==> src/rtl/vxe_pkg.sv <==
package vxe_pkg;

  localparam int unsigned MAX_INNER_LEN = 1500;
  localparam int unsigned HDR_BYTES     = 50;
  localparam int unsigned INNER_HEAD    = 14;
  localparam int unsigned BURST_BYTES   = HDR_BYTES + INNER_HEAD;
  localparam int unsigned WINDOW_DEPTH  = 18;

  localparam logic [10:0] MIN_LEN       = 11'd14;
  localparam logic [10:0] MAX_LEN       = 11'(MAX_INNER_LEN);
  localparam logic [10:0] TAG_MIN_LEN   = 11'd18;
  localparam logic [10:0] TAG_BYTES     = 11'd4;
  localparam logic [10:0] COUNT_MAX     = 11'd2047;

  localparam logic [7:0]  BCAST_BYTE    = 8'hff;
  localparam logic [15:0] ETH_TYPE_IPV4 = 16'h0800;
  localparam logic [7:0]  IP_VER_IHL    = 8'h45;
  localparam logic [7:0]  IP_TTL        = 8'd64;
  localparam logic [7:0]  IP_PROTO_UDP  = 8'd17;
  localparam logic [7:0]  VXLAN_FLAGS   = 8'h08;
  localparam logic [7:0]  TPID_HI       = 8'h81;
  localparam logic [7:0]  TPID_LO       = 8'h00;
  localparam logic [15:0] IP_HDR_OVER   = 16'd36;
  localparam logic [15:0] UDP_HDR_OVER  = 16'd16;
  localparam logic [1:0]  SRC_PORT_TOP  = 2'b11;
  localparam logic [15:0] CSUM_CONST    = {IP_VER_IHL, 8'h00} + {IP_TTL, IP_PROTO_UDP};

  localparam logic [15:0] UDP_PORT_RST  = 16'd4789;

  typedef enum logic [2:0] {
    CFG_SRC_MAC    = 3'd0,
    CFG_SRC_IP     = 3'd1,
    CFG_UDP_PORT   = 3'd2,
    CFG_NET_ID     = 3'd3,
    CFG_STRIP_VLAN = 3'd4
  } cfg_idx_t;

endpackage

==> src/rtl/vxlan_frame_encapsulator_unit.sv <==
// Output is registered. Throughput: one byte per cycle while forwarding and
// the output is not stalled; the byte that completes the inner Ethernet header
// starts a 64-byte burst (50-byte outer header plus 14 inner header bytes),
// during which the input is stalled.
// Reset: synchronous, active high; clears frame tracking, output valid and the
// burst, and loads configuration defaults.
module vxlan_frame_encapsulator_unit (
  input  logic        clk,
  input  logic        rst,
  input  logic        cfg_write,
  input  logic [2:0]  cfg_index,
  input  logic [47:0] cfg_data,
  input  logic        in_valid,
  output logic        in_stall,
  input  logic [7:0]  in_byte,
  input  logic        in_last,
  input  logic [10:0] frame_len,
  input  logic [31:0] remote_ip,
  output logic        out_valid,
  input  logic        out_stall,
  output logic [7:0]  out_byte,
  output logic        out_last,
  output logic        out_error
);

  logic [47:0] src_mac;
  logic [31:0] src_ip;
  logic [15:0] udp_dest_port;
  logic [23:0] net_id;
  logic        strip_vlan;

  logic [10:0] byte_count, byte_count_next;
  logic        tagged_strip, tagged_strip_next;
  logic        length_bad, length_bad_next;
  logic [10:0] held_len, held_len_next;
  logic [31:0] held_remote_ip, held_remote_ip_next;
  logic [7:0]  head_window [vxe_pkg::WINDOW_DEPTH];

  logic        burst_active;
  logic [5:0]  burst_idx;
  logic [10:0] burst_len;
  logic [15:0] burst_csum;
  logic [15:0] burst_sport;
  logic        burst_last;
  logic        burst_tag;

  logic        out_free, accept;
  logic        hw_we, burst_go;
  logic        res_valid, res_last, res_error;
  logic [7:0]  res_byte;
  logic        len_ok, tag_hit;

  logic [10:0] len_now;
  logic [15:0] iptot_now;
  logic [18:0] sum0;
  logic [16:0] sum1;
  logic [15:0] sum2;
  logic [7:0]  mac_xor, inner12_now;
  logic [15:0] iptot_b, udplen_b;
  logic [7:0]  hdr_byte;

  assign out_free = !out_valid || !out_stall;
  assign in_stall = burst_active || !out_free;
  assign accept   = in_valid && !in_stall;

  always_ff @(posedge clk) begin
    if (rst) begin
      src_mac       <= '0;
      src_ip        <= '0;
      udp_dest_port <= vxe_pkg::UDP_PORT_RST;
      net_id        <= '0;
      strip_vlan    <= 1'b1;
    end else if (cfg_write) begin
      unique case (cfg_index)
        vxe_pkg::CFG_SRC_MAC:    src_mac       <= cfg_data;
        vxe_pkg::CFG_SRC_IP:     src_ip        <= cfg_data[31:0];
        vxe_pkg::CFG_UDP_PORT:   udp_dest_port <= cfg_data[15:0];
        vxe_pkg::CFG_NET_ID:     net_id        <= cfg_data[23:0];
        vxe_pkg::CFG_STRIP_VLAN: strip_vlan    <= cfg_data[0];
        default: ;
      endcase
    end
  end

  assign len_ok  = (frame_len >= vxe_pkg::MIN_LEN) && (frame_len <= vxe_pkg::MAX_LEN);
  assign tag_hit = strip_vlan && (head_window[12] == vxe_pkg::TPID_HI) &&
                   (in_byte == vxe_pkg::TPID_LO) && (held_len >= vxe_pkg::TAG_MIN_LEN);

  always_comb begin
    byte_count_next     = byte_count;
    tagged_strip_next   = tagged_strip;
    length_bad_next     = length_bad;
    held_len_next       = held_len;
    held_remote_ip_next = held_remote_ip;
    hw_we     = 1'b0;
    burst_go  = 1'b0;
    res_valid = 1'b0;
    res_byte  = in_byte;
    res_last  = in_last;
    res_error = 1'b0;
    if (accept) begin
      if (length_bad) begin
        if (in_last) begin
          byte_count_next   = '0;
          tagged_strip_next = 1'b0;
          length_bad_next   = 1'b0;
        end
      end else begin
        if (byte_count == '0) begin
          held_len_next       = frame_len;
          held_remote_ip_next = remote_ip;
          tagged_strip_next   = 1'b0;
        end
        if ((byte_count == '0) && !len_ok) begin
          res_valid       = 1'b1;
          res_error       = 1'b1;
          byte_count_next = '0;
          length_bad_next = !in_last;
        end else begin
          hw_we = byte_count < 11'(vxe_pkg::WINDOW_DEPTH);
          priority if ((byte_count < 11'd13) ||
                       ((byte_count == 11'd13) && tag_hit) ||
                       (tagged_strip && (byte_count < 11'd17))) begin
            if ((byte_count == 11'd13) && tag_hit) tagged_strip_next = 1'b1;
            if (in_last) begin
              res_valid         = 1'b1;
              res_error         = 1'b1;
              byte_count_next   = '0;
              tagged_strip_next = 1'b0;
            end else begin
              byte_count_next = byte_count + 11'd1;
            end
          end else if ((byte_count == 11'd13) || (tagged_strip && (byte_count == 11'd17))) begin
            burst_go  = 1'b1;
            res_valid = 1'b1;
            if (in_last) begin
              byte_count_next   = '0;
              tagged_strip_next = 1'b0;
            end else begin
              byte_count_next = byte_count + 11'd1;
            end
          end else begin
            res_valid = 1'b1;
            if (in_last) begin
              byte_count_next   = '0;
              tagged_strip_next = 1'b0;
            end else if (byte_count != vxe_pkg::COUNT_MAX) begin
              byte_count_next = byte_count + 11'd1;
            end
          end
        end
      end
    end
    if (res_error) begin
      res_byte = '0;
      res_last = 1'b0;
    end
  end

  assign len_now   = tagged_strip ? (held_len - vxe_pkg::TAG_BYTES) : held_len;
  assign iptot_now = 16'(len_now) + vxe_pkg::IP_HDR_OVER;
  assign sum0 = 19'(vxe_pkg::CSUM_CONST) + 19'(iptot_now) + 19'(src_ip[31:16]) +
                19'(src_ip[15:0]) + 19'(held_remote_ip[31:16]) +
                19'(held_remote_ip[15:0]);
  assign sum1 = 17'(sum0[15:0]) + 17'(sum0[18:16]);
  assign sum2 = sum1[15:0] + 16'(sum1[16]);

  assign mac_xor = head_window[0] ^ head_window[1] ^ head_window[2] ^ head_window[3] ^
                   head_window[4] ^ head_window[5] ^ head_window[6] ^ head_window[7] ^
                   head_window[8] ^ head_window[9] ^ head_window[10] ^ head_window[11];
  assign inner12_now = tagged_strip ? head_window[16] : head_window[12];

  always_ff @(posedge clk) begin
    if (rst) begin
      byte_count     <= '0;
      tagged_strip   <= 1'b0;
      length_bad     <= 1'b0;
      held_len       <= '0;
      held_remote_ip <= '0;
    end else begin
      byte_count     <= byte_count_next;
      tagged_strip   <= tagged_strip_next;
      length_bad     <= length_bad_next;
      held_len       <= held_len_next;
      held_remote_ip <= held_remote_ip_next;
    end
  end

  always_ff @(posedge clk) begin
    if (hw_we) head_window[byte_count[4:0]] <= in_byte;
  end

  always_ff @(posedge clk) begin
    if (burst_go) begin
      burst_len   <= len_now;
      burst_csum  <= ~sum2;
      burst_sport <= {vxe_pkg::SRC_PORT_TOP, inner12_now[5:0], in_byte ^ mac_xor};
      burst_last  <= in_last;
      burst_tag   <= tagged_strip;
    end
  end

  assign iptot_b  = 16'(burst_len) + vxe_pkg::IP_HDR_OVER;
  assign udplen_b = 16'(burst_len) + vxe_pkg::UDP_HDR_OVER;

  always_comb begin
    unique case (burst_idx)
      6'd0, 6'd1, 6'd2, 6'd3, 6'd4, 6'd5: hdr_byte = vxe_pkg::BCAST_BYTE;
      6'd6:  hdr_byte = src_mac[47:40];
      6'd7:  hdr_byte = src_mac[39:32];
      6'd8:  hdr_byte = src_mac[31:24];
      6'd9:  hdr_byte = src_mac[23:16];
      6'd10: hdr_byte = src_mac[15:8];
      6'd11: hdr_byte = src_mac[7:0];
      6'd12: hdr_byte = vxe_pkg::ETH_TYPE_IPV4[15:8];
      6'd13: hdr_byte = vxe_pkg::ETH_TYPE_IPV4[7:0];
      6'd14: hdr_byte = vxe_pkg::IP_VER_IHL;
      6'd16: hdr_byte = iptot_b[15:8];
      6'd17: hdr_byte = iptot_b[7:0];
      6'd22: hdr_byte = vxe_pkg::IP_TTL;
      6'd23: hdr_byte = vxe_pkg::IP_PROTO_UDP;
      6'd24: hdr_byte = burst_csum[15:8];
      6'd25: hdr_byte = burst_csum[7:0];
      6'd26: hdr_byte = src_ip[31:24];
      6'd27: hdr_byte = src_ip[23:16];
      6'd28: hdr_byte = src_ip[15:8];
      6'd29: hdr_byte = src_ip[7:0];
      6'd30: hdr_byte = held_remote_ip[31:24];
      6'd31: hdr_byte = held_remote_ip[23:16];
      6'd32: hdr_byte = held_remote_ip[15:8];
      6'd33: hdr_byte = held_remote_ip[7:0];
      6'd34: hdr_byte = burst_sport[15:8];
      6'd35: hdr_byte = burst_sport[7:0];
      6'd36: hdr_byte = udp_dest_port[15:8];
      6'd37: hdr_byte = udp_dest_port[7:0];
      6'd38: hdr_byte = udplen_b[15:8];
      6'd39: hdr_byte = udplen_b[7:0];
      6'd42: hdr_byte = vxe_pkg::VXLAN_FLAGS;
      6'd46: hdr_byte = net_id[23:16];
      6'd47: hdr_byte = net_id[15:8];
      6'd48: hdr_byte = net_id[7:0];
      6'd50: hdr_byte = head_window[0];
      6'd51: hdr_byte = head_window[1];
      6'd52: hdr_byte = head_window[2];
      6'd53: hdr_byte = head_window[3];
      6'd54: hdr_byte = head_window[4];
      6'd55: hdr_byte = head_window[5];
      6'd56: hdr_byte = head_window[6];
      6'd57: hdr_byte = head_window[7];
      6'd58: hdr_byte = head_window[8];
      6'd59: hdr_byte = head_window[9];
      6'd60: hdr_byte = head_window[10];
      6'd61: hdr_byte = head_window[11];
      6'd62: hdr_byte = burst_tag ? head_window[16] : head_window[12];
      6'd63: hdr_byte = burst_tag ? head_window[17] : head_window[13];
      default: hdr_byte = '0;
    endcase
  end

  always_ff @(posedge clk) begin
    if (rst) begin
      out_valid    <= 1'b0;
      burst_active <= 1'b0;
      burst_idx    <= '0;
    end else if (out_free) begin
      out_valid <= 1'b0;
      if (burst_active) begin
        out_valid <= 1'b1;
        burst_idx <= burst_idx + 6'd1;
        if (burst_idx == 6'(vxe_pkg::BURST_BYTES - 1)) burst_active <= 1'b0;
      end else if (res_valid) begin
        out_valid <= 1'b1;
        if (burst_go) begin
          burst_active <= 1'b1;
          burst_idx    <= 6'd1;
        end
      end
    end
  end

  always_ff @(posedge clk) begin
    if (out_free) begin
      if (burst_active) begin
        out_byte  <= hdr_byte;
        out_last  <= (burst_idx == 6'(vxe_pkg::BURST_BYTES - 1)) && burst_last;
        out_error <= 1'b0;
      end else if (res_valid) begin
        out_byte  <= burst_go ? vxe_pkg::BCAST_BYTE : res_byte;
        out_last  <= burst_go ? 1'b0 : res_last;
        out_error <= res_error;
      end
    end
  end

endmodule
==> config.mk <==
export PLATFORM = sky130hd
export DESIGN_NAME = vxlan_frame_encapsulator_unit
export DESIGN_NICKNAME = d
export VERILOG_FILES = /design/src/rtl/vxe_pkg.sv /design/src/rtl/vxlan_frame_encapsulator_unit.sv
export SDC_FILE = /design/constraint.sdc
export NUM_CORES = 1
export LEC_CHECK = 0
export ABC_AREA = 0
export BUFFER_PORTS_ARGS = -buffer_cell sky130_fd_sc_hd__clkbuf_2
export CELL_PAD_IN_SITES_DETAIL_PLACEMENT = 2
export CELL_PAD_IN_SITES_GLOBAL_PLACEMENT = 2
export CORE_AREA = 4 4 213 215
export CTS_BUF_LIST = sky130_fd_sc_hd__clkbuf_8
export CTS_CLUSTER_SIZE = 8
export DETAILED_ROUTE_END_ITERATION = 16
export DIE_AREA = 0 0 217 219
export PLACE_DENSITY_LB_ADDON = 0.1
export SLEW_MARGIN = 40
export SYNTH_ARGS = -nofsm -noshare
export SYNTH_HDL_FRONTEND = slang
export SYNTH_SLANG_ARGS = --single-unit
==> constraint.sdc <==
create_clock -name clk -period 19.04 [get_ports clk]
set_input_delay 0 -clock clk [delete_from_list [all_inputs] [get_ports clk]]
set_output_delay 0 -clock clk [all_outputs]
set_load 0.02 [all_outputs]
-- After elaboration in Yosys (flattened, before gate mapping)
Memories as Yosys holds them, arrays and structs flattened.
Cells that the tools add are included.
W data, S select, Z words.
- eq/ne operators: 60
- order comparisons: 6
- multiplexer cells: 61
- $add $sub $neg: 13
- reductions and logical operators: 40
- bitwise gates (word level): 14
- operator list (kind ; number):
    $pmux W8 S46 ; 1
    $eq A6 B6 Y1 const B ; 26
    $mux W11 ; 9
    $xor A8 B8 Y8 ; 12
    $eq A6 B5 Y1 const B ; 12
    $mux W8 ; 6
    $mux W1 ; 41
    $add A19 B16 Y19 ; 2
    $eq A6 B4 Y1 const B ; 6
    $add A11 B6 Y12 const B ; 2
    $eq A6 B3 Y1 const B ; 4
    $mux W6 ; 4
    $lt A11 B5 Y1 const B ; 2
    $add A18 B16 Y19 ; 1
    $add A17 B16 Y18 ; 1
    $add A16 B12 Y17 const A ; 1
    $add A16 B3 Y17 ; 1
    $add A16 B1 Y16 ; 1
    $not A16 Y16 ; 1
    $reduce_and A2 Y1 ; 7
    $add A11 B5 Y12 const B ; 1
    $eq A6 B2 Y1 const B ; 2
    $add A11 B1 Y11 const B ; 1
    $eq A11 B4 Y1 const B ; 1
    27 further kinds ; 49
- input port bits: 108
- register bits: 238
- output and inout port bits: 12
- word-level logic and storage cells: 216
- memories: 1
- bits in writable memories: 144
- memory list (memory ; words ; width ; read ports ; clocked after Yosys merged registers in ; wr ports ; RTL line ; RTL):
    head_window ; 18 ; 8 ; 16 ; 0 ; 1 ; vxlan_frame_encapsulator_unit.sv:37 ; logic [7:0] head_window [vxe_pkg::WINDOW_DEPTH];

-- Depth between registers and ports, before layout
An unclocked memory read counts as a cell.
- depth in word-level cells: 16
- depth in mapped cells: 38
- gate-level depth less buffers: 38

-- Least setup slack after synthesis
OpenSTA, ideal clock, no wires.
- path type: register to register
- start: reg tagged_strip
- end: reg burst_csum[15] (data pin)
- data required time: 18.776 ns
- path slack: 10.585 ns
- library setup time: 0.264 ns
- arrival time: 8.190 ns
- stages on the path, launching flop included: 36
- path buffers: 1
- path through: dfxtp_1 buf_1 xor2_1 fa_1 fa_1 inv_1 fa_1 inv_1 ha_1 fa_1 a211o_1 a211oi_1 nand2_1 a21oi_1 o21ai_0 a21o_1 nand2_1 nand2_1 xor2_1 ha_1 inv_1 fa_1 nor2b_1 o211ai_1 nor4_2 nand4_1 nor4_1 ha_1 nor2b_1 and2_1 and3_1 nand3_1 nor3_2 nand2_2 a211oi_2 xor2_1
- word-level cells in the longest chain between the ends: 10
- RTL lines (item ; RTL line ; RTL):
    from (decl) ; vxlan_frame_encapsulator_unit.sv:33 ; logic tagged_strip, tagged_strip_next;
    from (signal assigned) ; vxlan_frame_encapsulator_unit.sv:182 ; tagged_strip <= tagged_strip_next;
    $mux W11 ; vxlan_frame_encapsulator_unit.sv:160 ; assign len_now = tagged_strip ? (held_len - vxe_pkg::TAG_BYTES) : held_len;
    net len_now[2] ; vxlan_frame_encapsulator_unit.sv:53 ; logic [10:0] len_now;
    $add A11 B6 Y12 ; vxlan_frame_encapsulator_unit.sv:161 ; assign iptot_now = 16'(len_now) + vxe_pkg::IP_HDR_OVER;
    $add A16 B12 Y17 ; vxlan_frame_encapsulator_unit.sv:162 ; assign sum0 = 19'(vxe_pkg::CSUM_CONST) + 19'(iptot_now) + 19'(src_ip[31:16]) +
    $add A17 B16 Y18 ; vxlan_frame_encapsulator_unit.sv:162 ;
    $add A18 B16 Y19 ; vxlan_frame_encapsulator_unit.sv:162 ;
    $add A19 B16 Y19 (2 in a row) ; vxlan_frame_encapsulator_unit.sv:163 ; 19'(src_ip[15:0]) + 19'(held_remote_ip[31:16]) +
    $add A16 B3 Y17 ; vxlan_frame_encapsulator_unit.sv:165 ; assign sum1 = 17'(sum0[15:0]) + 17'(sum0[18:16]);
    $add A16 B1 Y16 ; vxlan_frame_encapsulator_unit.sv:166 ; assign sum2 = sum1[15:0] + 16'(sum1[16]);
    $not A16 Y16 ; vxlan_frame_encapsulator_unit.sv:196 ; burst_csum <= ~sum2;
    to (signal assigned) ; vxlan_frame_encapsulator_unit.sv:196 ;
    to (decl) ; vxlan_frame_encapsulator_unit.sv:42 ; logic [15:0] burst_csum;
The timed path passes the listed nets, and every way through them passes these cells.
A chain may end at the register's enable or synchronous reset.

-- Final worst setup path
Ends and elaborated chain as after synthesis.

==> key figures <==
Route
  • Metal3 WL: 8336 microns
  • Number of violations reported at the end of detailed-routing iteration 0: between 2000 and 2500
  • Amount of wire on met2 after detailed routing: 44200 microns
  • Count of unresolved DRC violations after routing: 0
  • Pre-antenna DRT Iters: 6
  • Detail-routed via count per cell: ~6.3
  • Total wire length after detailed routing: 95230 microns
  • Routed metal-1 wirelength: approximately 36000 microns
  • Avg WL per Cell: roughly 33 microns
  • DRT antenna net count: 0
  • Top Metal Used: met5
  • Total via count after detailed routing: ~18000

Timing
  • Final hold violations: 0
  • Final min period: 10080 ps
  • TNS Setup: 0 ps
  • Period utilization: 0.5297
  • Finish-stage setup viols: 0
  • Fmax achieved: around 100 MHz
  • Max_slew headroom: 0.3523
  • RSZ-0062 raised after global routing: no
  • Clock skew: ~43 ps
  • Worst hold margin: around 130 ps
  • Slew @ Worst Pin: just under 1000 ps
  • Max-slew violation count: 0

Critical path
  • FF-to-FF setup slack: approximately 9000 ps
  • Count of buffer and inverter cells on the critical path: 2
  • Crit Path Class: register to register
  • Max stage delay cell, worst path: dfxtp_1
  • Crit path top cell by count: fa_1
  • Beginning of the critical path: tagged_strip
  • Required @ worst endpoint: 19430 ps
  • Crit Path Max Fanout: 16
  • Worst reg2reg path startpoint: tagged_strip
  • Count of cells along the worst register-to-register path: 32
  • Largest stage delay, worst path: 810 ps
  • Startpoint type of the worst setup path: register
  • Worst EP arrival: 10470 ps
  • Logic depth of the worst setup path including buffers: 32
  • Terminus of the critical flop-to-flop path: burst_csum[15]
  • Cell class contributing the biggest share of worst-path delay: simple AND/OR/NAND/NOR gates
  • Type of destination of the critical path: register

Worst hold path
  • End of the worst hold path: src_mac[39]
  • Hold_sp: cfg_data[39]
  • Hold/Removal Path Class: input pin to register
  • Cell count of the worst hold path: 4

Place
  • Gpl congestion: a little over 1
  • Dpl hpwl: 65870 microns
  • Port Buf Inserts: ~120

Yosys
  • Flip-flop and latch count after synthesis: between 300 and 400
  • Share of synthesized cell area in full adder, half adder and majority cells: 0.07977
  • Average instance area after synthesis: roughly 9.7 sq um
  • Post-Synth XOR/XNOR Area: 0.07274
  • Number of warnings reported in the yosys synthesis log: 0
  • Proportion of synthesized area in mux cells: 0.01424
  • Cell taking the most area after synthesis: edfxtp_1
  • Share of synthesized cell area in and, or, nand and nor gates: 0.1597
  • Synth area leaders: edfxtp_1 (29%), dfxtp_1 (20%), nand2_1 (7.7%), a21oi_1 (5.5%), xnor2_1 (5.1%)
  • Count of unique library cells instantiated by Yosys: 80
  • Number of synthesized flops with an enable pin: between 150 and 200
  • Synth top cells by count: nand2_1 (389), a21oi_1 (209), dfxtp_1 (185), edfxtp_1 (181), inv_1 (112)
  • Synth async-reset ratio: 0
  • Seq/Total Area, Yosys: 0.4839
  • Flip-flop cell with the highest count after synthesis: dfxtp_1
  • Synth Area in Compound Gates: 0.1495
  • Post-Syn Area: ~19000 sq um
  • Top-area cell type share of the netlist area: 0.2878
  • Most repeated cell in the gate-level netlist after synthesis: nand2_1
  • Gate count after technology mapping: 1951
  • Largest family of logic cells by synthesized area: simple AND/OR/NAND/NOR gates
  • Synthesized net count: 2153

GRT
  • Initial antenna violation count: 4
  • First-pass GRT wire length: around 140000 microns
  • Total grt overflow: 0
  • Pin count of the biggest net entering global routing: between 90 and 100
  • Number of global-route vias before repair: between 15000 and 20000
  • GRT Total Usage: 0.3953

Floorplan
  • Number of ports placed on the die boundary: between 100 and 150
  • Vertical die dimension: around 220 microns
  • Die outline area: 47520 sq um
  • Core Rows: a little under 80
  • Standard cell core area: about 44000 sq um
  • Die width: between 200 and 250 microns
  • Initial core utilization: 0.4318

Layout
  • Layout overhead on the synthesized area: 20.41%
  • Fraction of final layout cells with drive strength greater than 1: 0.1319
  • Number of inserted filler cells in the final layout: 4511
  • FF+latch area: between 9000 and 10000 sq um
  • Total area of multi-input combinational cells: a little over 9000 sq um
  • Total number of nets in the final design: 2408

Outcome
  • Run status: complete, no violations

Clocking
  • Root Buffer: clkbuf_8
  • Number of gates given a new drive strength after cts: 0
  • Post-CTS setup-driven buffer insertion count: 0
  • Clock tree from TritonCTS: built
  • Worst-path clk slew: roughly 60 ps
  • Number of hold buffers added after cts: between 100 and 150
  • Longest Clk Path Bufs: 3
  • Clock latency on the worst-skew pair: 680 ps
  • Num Clock Sinks: 366
  • Number of buffers added by the clock tree synthesis step: 68
  • H-tree levels: 3

Flow run
  • Max cap viols: 0

Power
  • Max rail drop VDD: 0.05073 mV
  • Static leakage: 0.008430 uW
  • Total power density per cell area: between 80 and 90 nW/um^2
==> cell families (layout without fill, tap and decap cells) <==
family / after synthesis / in the layout
buffers and inverters: 201 / 509
adders and majority gates: 94 / 94
xor gates and xnor gates: 156 / 156
AOI/OAI and AO/OA: 434 / 434
DFF: 366 / 366
other: 0 / 3
and+or+nand+nor: 674 / 674
muxes: 26 / 26
==> sequential cells by signal, indices dropped and copies added, names as in the netlist, 6 cells and up <==
| name | flops |
|---|---|
| byte_count | 11 |
| net_id | 24 |
| burst_idx | 6 |
| out_byte | 8 |
| burst_len | 11 |
| held_remote_ip | 32 |
| src_ip | 32 |
| held_len | 11 |
| head_window | 128 |
| burst_sport | 14 |
| src_mac | 48 |
| udp_dest_port | 16 |
| burst_csum | 16 |
==> worst max-delay path by stage <==
| stage | end | slack, ps |
|---|---|---|
| floorplan | burst_csum[15] | 10590 |
| finish | burst_csum[15] | 8960 |
| CTS | burst_csum[15] | 8650 |
| detailed placement | burst_csum[15] | 8770 |
| global placement | burst_csum[15] | 9450 |
| global route | burst_csum[14] | 8250 |
==> power breakdown <==
part           total (uW)  switching (uW)  internal, uW
combinational         408             258           150
clock                 756             373           383
sequential            879            26.7           853
==> layout by cell type, fill, tap and decap left out, types with 19 or more instances in the layout <==
| cell | Yosys | layout |
|---|---|---|
| dlygate4sd3_1 | 0 | 114 |
| edfxtp_1 | 181 | 181 |
| a22oi_1 | 61 | 61 |
| buf_4 | 0 | 36 |
| dfxtp_1 | 185 | 185 |
| nand3_1 | 41 | 41 |
| mux2i_1 | 19 | 19 |
| clkbuf_8 | 0 | 80 |
| nand2_1 | 389 | 389 |
| o21ai_0 | 29 | 29 |
| a221oi_1 | 40 | 40 |
| nor2_1 | 96 | 86 |
| nand4_1 | 23 | 23 |
| clkbuf_2 | 0 | 118 |
| ha_1 | 50 | 50 |
| xor2_1 | 44 | 44 |
| a21oi_1 | 209 | 209 |
| a22o_1 | 22 | 22 |
| inv_1 | 112 | 133 |
| fa_1 | 44 | 44 |
| xnor2_1 | 111 | 111 |
| and3_1 | 26 | 26 |
==> per-stage QoR <==
stage               cell area [sq um]    util  cells  power, uW  worst slack (ps)
floorplan                       18890       -   1951       1134             10590
global route                    22730  0.5197   2851       2121              8251
detailed placement              20260  0.4631   2612       1271              8774
finish                          22740  0.5199   2854       2044              8955
global placement                20180  0.4614   2610       1254              9449
CTS                             22690  0.5187   2849       2033              8649
==> layer usage <==
metal / track usage / vias to the layer above
met5: 0 / -
met4: 0.2260 / 2
met3: 0.09208 / 331
met2: 0.6493 / 1098
met1: 0.4791 / 9046
li1: - / 7391
==> tightest hold or removal path: cells and delay by family <==
kind | cells | cell delay, ps
buffers and inverters | 2 | 650
and+or+nand+nor | 1 | 60
AOI/OAI and AO/OA | 1 | 60
==> final cells by class <==
| cell class | count | share of cell area |
|---|---|---|
| antenna | 3 | 0.0003301 |
| timing repair buffer | 274 | 0.09177 |
| clock buffer | 80 | 0.04842 |
| tap | 592 | 0.03257 |
| clock inverter | 43 | 0.008363 |
| multi-input combinational | 1384 | 0.3982 |
| inverter | 112 | 0.01849 |
| sequential | 366 | 0.4019 |
Power figures use the tool's default switching activity.
